### config.mk
export PLATFORM = sky130hd
export DESIGN_NAME = pche_ctrl
export DESIGN_NICKNAME = d
export VERILOG_FILES = /design/src/design/pche_pkg.sv /design/src/design/pche_ctrl.sv
export SDC_FILE = /design/constraint.sdc
export NUM_CORES = 1
export LEC_CHECK = 0
export ABC_CLOCK_PERIOD_IN_PS = 1700
export BUFFER_PORTS_ARGS = -buffer_cell sky130_fd_sc_hd__buf_4
export CAP_MARGIN = 10
export CORE_ASPECT_RATIO = 1.25
export CORE_MARGIN = 1.5
export CORE_UTILIZATION = 43
export DETAILED_ROUTE_END_ITERATION = 8
export PLACE_DENSITY = 0.74
export RECOVER_POWER = 100
export SLEW_MARGIN = 10
export SYNTH_ARGS = -nofsm -noshare
export SYNTH_HDL_FRONTEND = slang
export SYNTH_SLANG_ARGS = --single-unit
### constraint.sdc
create_clock -name clock -period 1.7 [get_ports clock]
set_clock_uncertainty 0.2 [all_clocks]
set_input_delay 0 -clock clock [delete_from_list [all_inputs] [get_ports clock]]
set_output_delay 0 -clock clock [all_outputs]
set_load 0.02 [all_outputs]
### src/design/pche_pkg.sv
`timescale 1ns / 1ps
package pche_pkg;

   // Unit parameter t and its powers carry this many fraction bits.
   localparam int Q_BITS = 30;
   localparam logic [30:0] Q_ONE = 31'h4000_0000;

   localparam logic [1:0] STATUS_OK         = 2'd0;
   localparam logic [1:0] STATUS_ZERO_WIDTH = 2'd1;
   localparam logic [1:0] STATUS_SATURATED  = 2'd2;

   localparam logic REQ_WRITE_KNOT = 1'b0;
   localparam logic REQ_EVALUATE   = 1'b1;

   typedef struct packed {
      logic [31:0] pos;
      logic [31:0] value;
      logic [31:0] slope;
   } knot_entry_type;

   typedef enum logic [3:0] {
      OP_T2, OP_S2, OP_TS, OP_T3, OP_S3, OP_TS2, OP_T2S, OP_HTS2,
      OP_HT2S, OP_VF0, OP_VF1, OP_VD0, OP_VD1, OP_SQ, OP_SD0, OP_SD1
   } mul_op_type;

   typedef enum logic [3:0] {
      ST_IDLE, ST_SCAN, ST_SCAN_WAIT, ST_INDEX, ST_RD_LEFT, ST_RD_RIGHT,
      ST_CAP_RIGHT, ST_CHECK, ST_DIV_T, ST_SET_T, ST_MUL, ST_LOAD_Q,
      ST_DIV_Q, ST_SUM, ST_SAT, ST_OUT
   } ctrl_state_type;

   typedef struct packed {
      logic       write_knot;
      logic       accept_eval;
      logic       scan_rd;
      logic       set_id;
      logic       rd_left;
      logic       rd_right;
      logic       cap_left;
      logic       cap_right;
      logic       check;
      logic       div_step;
      logic       set_t;
      logic       mul_go;
      mul_op_type mul_op;
      logic       load_q;
      logic       sum;
      logic       sat;
      logic       load_out;
   } dp_cmd_type;

   typedef struct packed {
      logic scan_last;
      logic zero_width;
      logic out_free;
   } dp_status_type;

endpackage

### src/design/pche_ctrl.sv
`timescale 1ns / 1ps
module pche_ctrl (
   input  logic                   clock,
   input  logic                   reset,
   input  logic                   req_valid,
   input  logic                   req_type,
   output logic                   req_stall,
   input  pche_pkg::dp_status_type status,
   output pche_pkg::dp_cmd_type   cmd
);
   import pche_pkg::*;

   ctrl_state_type state_ff, state_in;
   logic [5:0]     step_ff;
   logic           step_last;

   always_ff @(posedge clock) begin
      if (reset) begin
         state_ff <= ST_IDLE;
         step_ff  <= '0;
      end else begin
         state_ff <= state_in;
         step_ff  <= (state_ff != state_in) ? 6'd0 : step_ff + 6'd1;
      end
   end

   assign step_last = (step_ff == 6'd63);

   always_comb begin
      state_in = state_ff;
      case (state_ff)
         ST_IDLE:      if (req_valid && req_type == REQ_EVALUATE) state_in = ST_SCAN;
         ST_SCAN:      if (status.scan_last) state_in = ST_SCAN_WAIT;
         ST_SCAN_WAIT: state_in = ST_INDEX;
         ST_INDEX:     state_in = ST_RD_LEFT;
         ST_RD_LEFT:   state_in = ST_RD_RIGHT;
         ST_RD_RIGHT:  state_in = ST_CAP_RIGHT;
         ST_CAP_RIGHT: state_in = ST_CHECK;
         ST_CHECK:     state_in = status.zero_width ? ST_OUT : ST_DIV_T;
         ST_DIV_T:     if (step_last) state_in = ST_SET_T;
         ST_SET_T:     state_in = ST_MUL;
         ST_MUL:       if (step_ff == 6'd31) state_in = ST_LOAD_Q;
         ST_LOAD_Q:    state_in = ST_DIV_Q;
         ST_DIV_Q:     if (step_last) state_in = ST_SUM;
         ST_SUM:       state_in = ST_SAT;
         ST_SAT:       state_in = ST_OUT;
         ST_OUT:       if (status.out_free) state_in = ST_IDLE;
         default:      state_in = ST_IDLE;
      endcase
   end

   always_comb begin
      cmd       = '0;
      cmd.mul_op = mul_op_type'(step_ff[4:1]);
      req_stall = 1'b1;
      case (state_ff)
         ST_IDLE: begin
            req_stall       = 1'b0;
            cmd.write_knot  = req_valid && (req_type == REQ_WRITE_KNOT);
            cmd.accept_eval = req_valid && (req_type == REQ_EVALUATE);
         end
         ST_SCAN:      cmd.scan_rd = 1'b1;
         ST_SCAN_WAIT: cmd.set_id = 1'b0;
         ST_INDEX:     cmd.set_id = 1'b1;
         ST_RD_LEFT:   cmd.rd_left = 1'b1;
         ST_RD_RIGHT: begin
            cmd.rd_right = 1'b1;
            cmd.cap_left = 1'b1;
         end
         ST_CAP_RIGHT: cmd.cap_right = 1'b1;
         ST_CHECK:     cmd.check = 1'b1;
         ST_DIV_T:     cmd.div_step = 1'b1;
         ST_SET_T:     cmd.set_t = 1'b1;
         ST_MUL:       cmd.mul_go = ~step_ff[0];
         ST_LOAD_Q:    cmd.load_q = 1'b1;
         ST_DIV_Q:     cmd.div_step = 1'b1;
         ST_SUM:       cmd.sum = 1'b1;
         ST_SAT:       cmd.sat = 1'b1;
         ST_OUT:       cmd.load_out = status.out_free;
         default:      cmd = '0;
      endcase
   end

endmodule

# == Word level (Yosys, flattened, before mapping) ==
# Cells that the tools add are included.
# Widths: inputs -> output; s select.
# totals
out_inout_bits,21
word_cells,51
regBits,10
input_bits,7
# op_classes
n_bitwise,2
n_reduce_logical,5
muxes,23
n_eq_ne,18
addsub,1
# ops
operator,n
$pmux 4 s16,1
$eq 4x4->1 const B,8
$mux 4,6
$eq 4x3->1 const B,4
$mux 1,13
$eq 4x2->1 const B,2
$add 6x1->6 const B,1
$eq 6x5->1 const B,1
$eq 6x6->1 const B,1
$eq 4x1->1 const B,1
$logic_not 4->1,1
$mux 2,2
$ne 4x4->1,1
$reduce_or 2->1,2
$mux 3,1
$logic_and 1x1->1,2
$not 1->1,2

# == Logic depth before layout (Yosys ltp) ==
# Gate-level depths: netlist (run 1).
# logic_depth
word_depth,5
depth_mapped,6
ltp_nobuf,5

# == Least setup slack after synthesis (run 1) ==
# Ideal clock, no wire load.
# synth_path
path_type,register -> output
startpoint,register state_ff[1]
endpoint,output cmd[19] in the netlist's numbering
path_slack_ps,-65
t_required_ps,1500
arrival_time_ps,1565
path_buffers,1
path_stages_with_launch,4
path_cell_list,dfxtp_1 buf_6 or4_4 nor3b_1
# synth_rtl
element,line_no,rtl
from (decl),pche_ctrl.sv:13,"ctrl_state_type state_ff, state_in;"
from (signal assigned),pche_ctrl.sv:22,state_ff <= state_in;
to (decl),pche_ctrl.sv:9,output pche_pkg::dp_cmd_type cmd

==> impl_summary.txt, run 1 <==
----------------------------------------------------
[Outcome]
  Result of the run ... finished, violations left
  Failing checks ... setup timing

[Logic synthesis]
  Leading cell type by number of instances after synthesis ... sky130_fd_sc_hd__nor3_1
  Top flip-flop cell by instance count after synthesis ... sky130_fd_sc_hd__dfxtp_1
  Most common library cells after synthesis ... 14 x sky130_fd_sc_hd__nor3_1, 10 x sky130_fd_sc_hd__dfxtp_1, 10 x sky130_fd_sc_hd__nor2_1, 7 x sky130_fd_sc_hd__nand2b_1
  Ys async rst share ... 0%
  Seq/Total Area, Yosys ... 26.8%
  Yosys warning total ... 0
  Number of different library cells in the post-synthesis netlist ... 36
  Average cell area after synthesis ... 7.77 µm²
  Register bit count reported by yosys ... 10
  Top cells by area in the synthesized netlist ... sky130_fd_sc_hd__dfxtp_1 27%, sky130_fd_sc_hd__nor3_1 9.4%, sky130_fd_sc_hd__buf_4 6.0%
  Share of the synthesized area in the top cell type ... approximately 27%
  Post-Synthesis Net Count ... between 100 and 150
  Largest area contributor in the synthesized netlist ... sky130_fd_sc_hd__dfxtp_1
  Number of synthesized flops with an enable pin ... 0
  Synth Cell Area ... 746 µm²
  Synthesized instance count ... 96

[Drt]
  Post-DR vias/cell ... slightly below 6
  Number of design rule violations left after detail routing ... 0
  First DRT Iteration DRCs ... 19
  Number of vias in the routed layout ... around 860
  Post-detailed-routing wire length ... 2130 µm
  Post-detailed-route wirelength per cell ... about 14 µm
  Router iterations before antenna repair ... 6
  Routed Antenna Nets ... 0

[Clocking]
  Number of buffers on the longest clock path ... 2
  Clk Latency, worst-skew pair ... between 200 and 300 ps
  Total number of clock tree sinks ... 10
  Clock-pin slew on the worst setup and hold paths ... approximately 60 ps
  Total number of H-tree levels ... 1
  CTS tree ... built
  CTS Buf Count ... 3
  Root cell of the clock tree ... sky130_fd_sc_hd__clkbuf_4

[Floorplan]
  Die outline area ... about 2000 µm²
  Number of cell rows ... 16
  Die Ht ... approximately 50 µm
  Placeable Area ... ~1600 µm²
  I/O pin total ... 28
  Effective utilization at floorplan ... between 40% and 50%
  Chip width ... 40.2 µm

[Timing]
  Max Transition Viols Final ... 0
  Ratio of final minimum period to clock period ... 101%
  Final min period ... between 1500 and 2000 ps
  Max Freq ... roughly 580 MHz
  Least setup slack across all paths after layout ... -23.1 ps
  Hold Violations, Final ... 0
  Setup violations, final ... 1
  Setup repair after global routing missed its margin ... true
  Worst slew pin tran ... 373 ps
  Worst slew margin ... between 70% and 80%

[Setup path]
  Critical Path Fanout Max ... 3
  Setup crit end kind ... primary output
  Worst setup path class ... reg2out
  Startpoint type of the worst setup path ... flop
  Data required time at the worst endpoint ... about 1500 ps
  Critical path arrival ... 1520 ps

[Place]
  Number of I/O port buffers ... 27
  Global placement routability congestion ... around 0.84
  Placement-stage worst setup slack ... about 34 ps
  Final HPWL DP ... between 1000 and 1500 µm

[Global route]
  Antenna violations before repair ... 0
  Total congestion overflow after global routing ... 0
  All-Layer GR Usage ... about a quarter
  Largest net degree at the start of global routing ... 12
  First-pass GRT wire length ... 3310 µm
  Vias in the first global route ... approximately 800

[Power]
  Pwr Density ... about 650 nW/µm²
  Leakage Power ... around 0.42 nW
  Largest vdd supply drop ... about 0.00053 V

[Layout]
  Layout cell share with drive strength beyond 1 ... 42.0%
  Syn-to-layout area delta ... 41.8%
  Nets ... 140
  End-of-flow core utilization ... approximately two thirds
  Diodes inserted ... 0

[Job]
  Max_cap viols ... 0

[Min path]
  Hold Crit Class ... in2reg

----------------------------------------------------
[registers in the layout, indices dropped and copies added, names as in the netlist]
name	count
step_ff	6
state_ff	4
[final timing paths]
check | from | to | slack (ps) | cells past startpoint
max reg2reg | state_ff[1] | state_ff[0] | 80 | 6
min reg2reg | step_ff[5] | state_ff[0] | 360 | 2
max | state_ff[0] | cmd[19] | -20 | 3
min | req_valid | state_ff[0] | 30 | 5
[routing by layer]
| metal | part of all wire [%] | up-vias | global-route usage [%] |
|---|---|---|---|
| met5 | 0 | - | 0 |
| met2 | 53 | 43 | 41.4 |
| met4 | 4.8 | 0 | 15.0 |
| met1 | 35 | 402 | 24.5 |
| met3 | 6.7 | 13 | 1.80 |
| li1 | - | 406 | - |
[per-stage QoR]
stage                     hold WS (ps)  area [µm²]  power (mW)  TNS (ps)  cells
after global routing              74.5        1060       0.718     -81.5    149
after floorplan                   -149         751       0.387         0     96
after detailed placement          41.0         975       0.453         0    140
after CTS                         13.6        1060       0.678     -67.7    149
final                             32.0        1060       0.682     -23.1    149
after global placement            40.9         975       0.449         0    140
[area by class of cell]
type	instances	area, µm²
repair buffers	41	264
well taps	18	22.5
clock buffers	4	36.3
flip-flops and latches	10	210
multi-input cells	74	517
fillers	158	544
inverters	2	7.51
[cell families (layout without fill, tap and decap cells)]
| kind of cell | after synthesis | in the layout | synth area share [%] |
|---|---|---|---|
| AOI/OAI and AO/OA | 16 | 16 | 17.8 |
| and+or+nand+nor | 53 | 53 | 38.8 |
| adders and majority gates | 1 | 1 | 1.68 |
| buffers and inverters | 12 | 47 | 10.2 |
| DFF | 10 | 10 | 26.8 |
| xor gates and xnor gates | 4 | 4 | 4.70 |
[timing repair]
action                                 CTS  global route
pin swaps                                2             3
cloned                                   0             0
hold buffers                             3             0
endpoints found under the hold margin   10             0
gates resized for setup                  4            15
setup buffers                            2             0
setup endpoints to repair                2            13
[placed cells by master, fill, tap and decap left out, types with 3 or more instances in the layout]
cell                            Yosys  routed
sky130_fd_sc_hd__nand3_1            5       5
sky130_fd_sc_hd__nor2_1            10       9
sky130_fd_sc_hd__a21oi_1            3       4
sky130_fd_sc_hd__dlygate4sd3_1      0       3
sky130_fd_sc_hd__nand2b_1           7       5
sky130_fd_sc_hd__nor3_1            14      12
sky130_fd_sc_hd__buf_4              6      20
sky130_fd_sc_hd__dfxtp_1           10       6
sky130_fd_sc_hd__clkbuf_2           0      13
sky130_fd_sc_hd__clkbuf_4           0       3
sky130_fd_sc_hd__nand2_1            6       6
sky130_fd_sc_hd__clkbuf_1           2       5
[power by group]
group	total [mW]	internal (mW)	leakage (nW)	switching, mW
Sequential	0.260	0.248	0.0837	0.0121
Combinational	0.215	0.0974	0.316	0.117
Clock	0.207	0.130	0.0210	0.0770
Total	0.682	0.475	0.421	0.207
[worst max-delay path, cell delays in order (launching register included)]
cell and delay (ps):
sky130_fd_sc_hd__dfxtp_4 350, sky130_fd_sc_hd__or4_4 570, sky130_fd_sc_hd__nor3b_2 180, sky130_fd_sc_hd__buf_4 160
Power figures use the tool's default switching activity.
==> inputs of run 2 (changes only) <==
- BUFFER_PORTS_ARGS: -buffer_cell sky130_fd_sc_hd__buf_4 -> -buffer_cell sky130_fd_sc_hd__buf_2
==> impl_summary.txt, run 2 (synthesis results as in run 1) <==
----------------------------------------------------
[Clocking]
  Number of buffers on the longest clock path ... 2 (unchanged)
  Total number of H-tree levels ... 1 (unchanged)
  Root cell of the clock tree ... sky130_fd_sc_hd__clkbuf_4
  Total number of clock tree sinks ... 10 (unchanged)
  Clock-pin slew on the worst setup and hold paths ... 70 ps (about the same)
  CTS Buf Count ... 3 (unchanged)
  CTS tree ... built
  Clk Latency, worst-skew pair ... 270 ps (about the same)

[Timing]
  Hold Violations, Final ... 0 (unchanged)
  Worst slew pin tran ... 293 ps (-79.7 ps)
  Least setup slack across all paths after layout ... -50.6 ps (-27.5 ps)
  Final min period ... 1750 ps (+27.5 ps)
  Setup violations, final ... 1 (unchanged)
  Worst slew margin ... 80.4% (+5.3 points)
  Ratio of final minimum period to clock period ... 103% (+1.6 points)
  Max Transition Viols Final ... 0 (unchanged)
  Max Freq ... 571 MHz (-1.6%)
  Setup repair after global routing missed its margin ... true
  Setup tns final ... -50.6 ps (-27.5 ps)

[Global route]
  Vias in the first global route ... 762 (-4.9%)
  First-pass GRT wire length ... 3390 µm (+2.3%)
  All-Layer GR Usage ... 24.8% (+1.3 points)
  Total congestion overflow after global routing ... 0 (unchanged)
  Antenna violations before repair ... 0 (unchanged)
  Largest net degree at the start of global routing ... 11 (-1)

[Floorplan]
  Die outline area ... 1990 µm² (unchanged)
  Effective utilization at floorplan ... 46.6% (unchanged)
  I/O pin total ... 28 (unchanged)
  Chip width ... 40.2 µm (unchanged)
  Placeable Area ... 1600 µm² (unchanged)
  Die Ht ... 49.6 µm (unchanged)
  Number of cell rows ... 16 (unchanged)

[Drt]
  Routed Antenna Nets ... 0 (unchanged)
  Router iterations before antenna repair ... 4 (-2)
  Post-detailed-routing wire length ... 2330 µm (+9.6%)
  First DRT Iteration DRCs ... 11 (-8)
  Post-detailed-route wirelength per cell ... 14.9 µm (+4.7%)
  Number of design rule violations left after detail routing ... 0 (unchanged)
  Post-DR vias/cell ... 5.53 (-4.7%)
  Number of vias in the routed layout ... 862 (-0.23%)

[Power]
  Leakage Power ... 0.469 nW (+11%)
  Pwr Density ... 604 nW/µm² (-6.4%)
  P_sw ... 224 µW (+8.3%)
  Largest vdd supply drop ... 0.000377 V (-28%)
  Cell-internal power ... 473 µW (-0.59%)
  Clock network fraction of total power ... 31.4% (+1.1 points)
  Fraction of power spent switching nets ... 32.1% (+1.8 points)
  Total chip power ... 696 µW (+2.1%)
  Relative contribution of combinational cells to total power ... 31.0% (-0.5 points)
  Part of the total power dissipated in sequential elements ... 37.6% (-0.6 points)

[Layout]
  Layout cell share with drive strength beyond 1 ... 52.9% (+11 points)
  Registers with the highest flip-flop counts ... step_ff x6, state_ff x4
  Highest-count cells in the layout ignoring fill and taps ... 15 x sky130_fd_sc_hd__buf_4, 11 x sky130_fd_sc_hd__clkbuf_2, 9 x sky130_fd_sc_hd__nor3_2, 8 x sky130_fd_sc_hd__nor2_1, 8 x sky130_fd_sc_hd__buf_2
  FILL cells ... 132 (-16%)
  Diodes inserted ... 0 (unchanged)
  Flip-flop count of the largest register, all copies and words added ... 6 (unchanged)
  Register with the most flip-flops ... step_ff
  Most common cell after layout, fill and taps aside ... sky130_fd_sc_hd__buf_4
  Nets ... 147 (+5.0%)
  Syn-to-layout area delta ... 54.7%

[Place]
  Placement-stage worst setup slack ... -20.8 ps (-54.3 ps)
  Number of I/O port buffers ... 27 (unchanged)
  Final HPWL DP ... 1470 µm (-1.6%)
  Global placement routability congestion ... 0.793 (-5.9%)

[Min path]
  Hold Crit Class ... in2reg

[Setup path]
  Setup crit end kind ... primary output
  Worst setup path class ... reg2out
  Critical path arrival ... 1550 ps (+30 ps)
  Startpoint type of the worst setup path ... flop
  Data required time at the worst endpoint ... 1500 ps (about the same)
  Critical Path Fanout Max ... 3 (unchanged)

[Job]
  Max_cap viols ... 0 (unchanged)

[Outcome]
  Failing checks ... setup timing
  Result of the run ... finished, violations left

----------------------------------------------------
-- run 2: through the flow --
step | cells | hold slack [ps] | area (µm²) | util [%]
floorplan | 96 | -149 | 751 | -
global placement | 145 | 75.0 | 945 | 59.0
detailed placement | 145 | 80.6 | 945 | 59.0
CTS | 156 | 1.97 | 1100 | 68.4
global route | 156 | 47.6 | 1150 | 72.0
finish | 156 | 15.7 | 1150 | 72.0
-- run 2: worst paths after layout --
check / from / endpoint / slack, ps / cells past startpoint
max reg2reg: state_ff[2] / step_ff[1] / 0 / 6
min reg2reg: step_ff[0] / step_ff[0] / 370 / 2
min: req_valid / state_ff[0] / 20 / 5
max: state_ff[2] / cmd[19] / -50 / 4
-- run 2: routing by layer --
layer | share of wire [%] | wire length (µm) | GRT usage [%]
met4 | 2.6 | 61 | 13.9
met2 | 52 | 1210 | 43.3
met3 | 4.3 | 99 | 3.60
met1 | 41 | 964 | 26.1
met5 | 0 | 0 | 0
-- run 2: area by class of cell --
class / instances / area (µm²) / share of cell area [%]
clock buffers: 4 / 36.3 / 3.15
multi-input cells: 74 / 559 / 48.5
inverters: 2 / 7.51 / 0.651
well taps: 18 / 22.5 / 1.95
repair buffers: 48 / 317 / 27.4
flip-flops and latches: 10 / 211 / 18.3
-- run 2: power groups by stage --
stage	clock, mW	sequential [mW]	combinational (mW)
after detailed placement	0	0.268	0.175
after floorplan	0	0.263	0.124
after global placement	0	0.268	0.171
after global routing	0.237	0.263	0.233
final	0.218	0.262	0.216
after CTS	0.225	0.258	0.201
-- run 2: critical path, cell delays in order, from the launching register on --
cell                      delay, ps
sky130_fd_sc_hd__dfxtp_2        330
sky130_fd_sc_hd__buf_6          110
sky130_fd_sc_hd__or4_4          510
sky130_fd_sc_hd__nor3b_2        170
sky130_fd_sc_hd__buf_4          160
-- run 2: repair_timing --
item | 4_1_cts | 5_1_grt
gates resized for setup | 15 | 24
endpoints found under the hold margin | 4 | 0
setup endpoints to repair | 9 | 19
gates cloned | 0 | 0
setup buffers | 4 | 0
hold buffers | 3 | 0
pin swaps | 9 | 6
==> inputs of run 3 (changes only) <==
- ABC_AREA: not set -> 1
- CORE_UTILIZATION: 43 -> 42
- PLACE_DENSITY: 0.74 -> 0.73
==> impl_summary.txt, run 3 <==
----------------------------------------------------
[Global route]
  Vias in the first global route ... 673 (-12%)
  All-Layer GR Usage ... 18.4% (-6.4 points)
  Largest net degree at the start of global routing ... 8 (-3)
  First-pass GRT wire length ... 2570 µm (-24%)
  Antenna violations before repair ... 0 (unchanged)
  Total congestion overflow after global routing ... 0 (unchanged)

[Setup path]
  Worst reg2reg setup slack ... 120 ps (+120 ps)
  Data required time at the worst endpoint ... 1650 ps (+150 ps)
  Number of cells on the worst reg-to-reg path ... 9 (+3)
  Setup crit end kind ... flop
  Critical path arrival ... 1530 ps (-20 ps)
  Capture instance of the worst register-to-register path ... step_ff[2]
  Launch point of the worst reg-to-reg path ... state_ff[0]
  Critical Path Fanout Max ... 7 (+4)
  Worst setup path class ... reg2reg
  Startpoint type of the worst setup path ... flop

[Timing]
  Max Transition Viols Final ... 0 (unchanged)
  Hold Violations, Final ... 0 (unchanged)
  Final min period ... 1580 ps (-173 ps)
  Setup violations, final ... 0 (-1)
  Worst slew pin tran ... 315 ps (+21.6 ps)
  Setup repair after global routing missed its margin ... false
  Setup tns final ... 0 ps (+50.6 ps)
  Ratio of final minimum period to clock period ... 92.8% (-10 points)
  Max Freq ... 634 MHz (+11%)
  Worst slew margin ... 78.5% (-1.9 points)

[Layout]
  Flip-flop count of the largest register, all copies and words added ... 6 (unchanged)
  Layout cell share with drive strength beyond 1 ... 36.4% (-17 points)
  Highest-count cells in the layout ignoring fill and taps ... 17 x sky130_fd_sc_hd__nand2_1, 17 x sky130_fd_sc_hd__nor2_1, 16 x sky130_fd_sc_hd__inv_1, 16 x sky130_fd_sc_hd__buf_2, 14 x sky130_fd_sc_hd__nor2_2
  Register with the most flip-flops ... step_ff
  Nets ... 153 (+4.1%)
  Syn-to-layout area delta ... 31.9%
  Diodes inserted ... 0 (unchanged)
  Registers with the highest flip-flop counts ... step_ff x6, state_ff x4
  Cell Count, Final, Fillers Out ... 161 (+3.2%)

[Drt]
  Router iterations before antenna repair ... 4 (unchanged)
  Number of design rule violations left after detail routing ... 0 (unchanged)
  Post-DR vias/cell ... 4.81 (-13%)
  First DRT Iteration DRCs ... 14 (+3)
  Post-detailed-route wirelength per cell ... 10.1 µm (-33%)
  Number of vias in the routed layout ... 775 (-10%)
  Post-detailed-routing wire length ... 1620 µm (-30%)
  Routed Antenna Nets ... 0 (unchanged)

[Outcome]
  Result of the run ... finished, final reports clean

[Floorplan]
  Die Ht ... 49.0 µm (-1.2%)
  Die outline area ... 1950 µm² (-2.3%)
  Placeable Area ... 1580 µm² (-1.3%)
  Chip width ... 39.8 µm (-1.1%)
  I/O pin total ... 28 (unchanged)
  Number of cell rows ... 16 (unchanged)
  Effective utilization at floorplan ... 44.9% (-1.6 points)

[Job]
  Max_cap viols ... 0 (unchanged)

[Place]
  Global placement routability congestion ... 0.790 (-0.40%)
  Final HPWL DP ... 1400 µm (-5.1%)
  Number of I/O port buffers ... 27 (unchanged)
  Cell count after placement ... 154 (+6.2%)

[Logic synthesis]
  Register bit count reported by yosys ... 10 (unchanged)
  Leading cell type by number of instances after synthesis ... sky130_fd_sc_hd__nor2_1
  Number of synthesized flops with an enable pin ... 0 (unchanged)
  Synth Cell Area ... 711 µm² (-4.7%)
  Average cell area after synthesis ... 6.40 µm² (-18%)
  Share of the synthesized area in the top cell type ... 28.2% (+1.3 points)
  Synthesized instance count ... 111 (+16%)
  Post-Synthesis Net Count ... 119 (+14%)
  Most common library cells after synthesis ... 22 x sky130_fd_sc_hd__nor2_1, 18 x sky130_fd_sc_hd__nand2_1, 16 x sky130_fd_sc_hd__inv_1, 10 x sky130_fd_sc_hd__dfxtp_1, 10 x sky130_fd_sc_hd__nor2_2
  Number of different library cells in the post-synthesis netlist ... 23 (-36%)
  Top cells by area in the synthesized netlist ... sky130_fd_sc_hd__dfxtp_1 28%, sky130_fd_sc_hd__nor2_1 12%, sky130_fd_sc_hd__nand2_1 9.5%
  Seq/Total Area, Yosys ... 28.2% (+1.3 points)
  Ys async rst share ... 0% (unchanged)
  Top flip-flop cell by instance count after synthesis ... sky130_fd_sc_hd__dfxtp_1
  Yosys warning total ... 0 (unchanged)
  Largest area contributor in the synthesized netlist ... sky130_fd_sc_hd__dfxtp_1

[Clocking]
  Total number of clock tree sinks ... 10 (unchanged)
  CTS tree ... built
  Clk Latency, worst-skew pair ... 260 ps (about the same)
  Clock-pin slew on the worst setup and hold paths ... 60 ps (about the same)
  Number of buffers on the longest clock path ... 2 (unchanged)
  Total number of H-tree levels ... 1 (unchanged)
  CTS Buf Count ... 3 (unchanged)
  Root cell of the clock tree ... sky130_fd_sc_hd__clkbuf_4

[Min path]
  Number of cells on the worst hold path ... 4 (-1)
  Worst min-delay path endpoint ... state_ff[0]
  Hold Crit Class ... in2reg
  Worst Min Path Start ... req_valid

[Power]
  Pwr Density ... 648 nW/µm² (+7.3%)
  Largest vdd supply drop ... 0.000514 V (+36%)
  Leakage Power ... 0.476 nW (+1.4%)
  Total chip power ... 607 µW (-13%)

----------------------------------------------------
==> run 3: critical path, cell delays in order, from the launching register on <==
cell and delay, ps:
sky130_fd_sc_hd__dfxtp_4 380, sky130_fd_sc_hd__inv_2 50, sky130_fd_sc_hd__nor2_2 140, sky130_fd_sc_hd__nand2_1 110, sky130_fd_sc_hd__o21ai_0 170, sky130_fd_sc_hd__nor2_1 60
sky130_fd_sc_hd__nand4_1 90, sky130_fd_sc_hd__nand2_1 90, sky130_fd_sc_hd__nand2_4 130, sky130_fd_sc_hd__nor2_2 40
==> run 3: layer usage <==
layer	share of wire [%]	track usage (%)
met5	0	0
met1	39	20.1
met3	4.8	2.74
met4	2.0	8.62
met2	54	32.2
==> run 3: where the power goes <==
group          leakage, nW  switching, mW  internal, mW  total [mW]
clock               0.0138         0.0742        0.0815       0.156
sequential          0.0839         0.0225         0.250       0.273
combinational        0.378          0.114        0.0646       0.179
total                0.476          0.211         0.396       0.607
==> run 3: layout make-up <==
| type | count | area (µm²) |
|---|---|---|
| timing repair buffer | 34 | 184 |
| multi-input combinational | 76 | 420 |
| tap | 18 | 22.5 |
| fill | 172 | 644 |
| sequential | 10 | 213 |
| clock buffer | 3 | 22.5 |
| inverter | 20 | 75.1 |
==> run 3: kinds of logic after synthesis <==
group / Yosys count / synth area share (%)
xor+xnor: 4 / 4.93
flops: 10 / 28.2
simple gates: 65 / 43.7
compound gates: 6 / 5.63
fa+ha+maj: 1 / 1.76
buf+inv: 25 / 15.8
==> run 3: worst max-delay path by stage <==
stage / startpoint / end / slack, ps / cells past startpoint
after floorplan: state_ff[2] / step_ff[2] / 80 / 9
after global placement: state_ff[3] / step_ff[4] / 50 / 8
after detailed placement: state_ff[3] / step_ff[2] / 10 / 8
after CTS: state_ff[3] / step_ff[2] / 1 / 8
after global routing: state_ff[1] / step_ff[4] / 3 / 11
final: state_ff[0] / step_ff[2] / 120 / 9
==> run 3: what timing repair did <==
item / CTS / global route
gates resized for setup: 0 / 14
hold buffers: 4 / 0
setup buffers: 0 / 0
hold endpoints to repair: 4 / 0
endpoints found under the setup margin: 0 / 9
==> run 3: per-stage QoR <==
step                      setup slack [ps]  cell area (µm²)  util, %  hold slack, ps
final                                  122              937     59.3            7.05
after global routing                  3.33              937     59.3            37.4
after CTS                             1.10              918     58.1            13.9
after detailed placement              11.8              856     54.1            42.4
after global placement                54.6              856     54.1            42.2
after floorplan                       81.9              713        -            -131
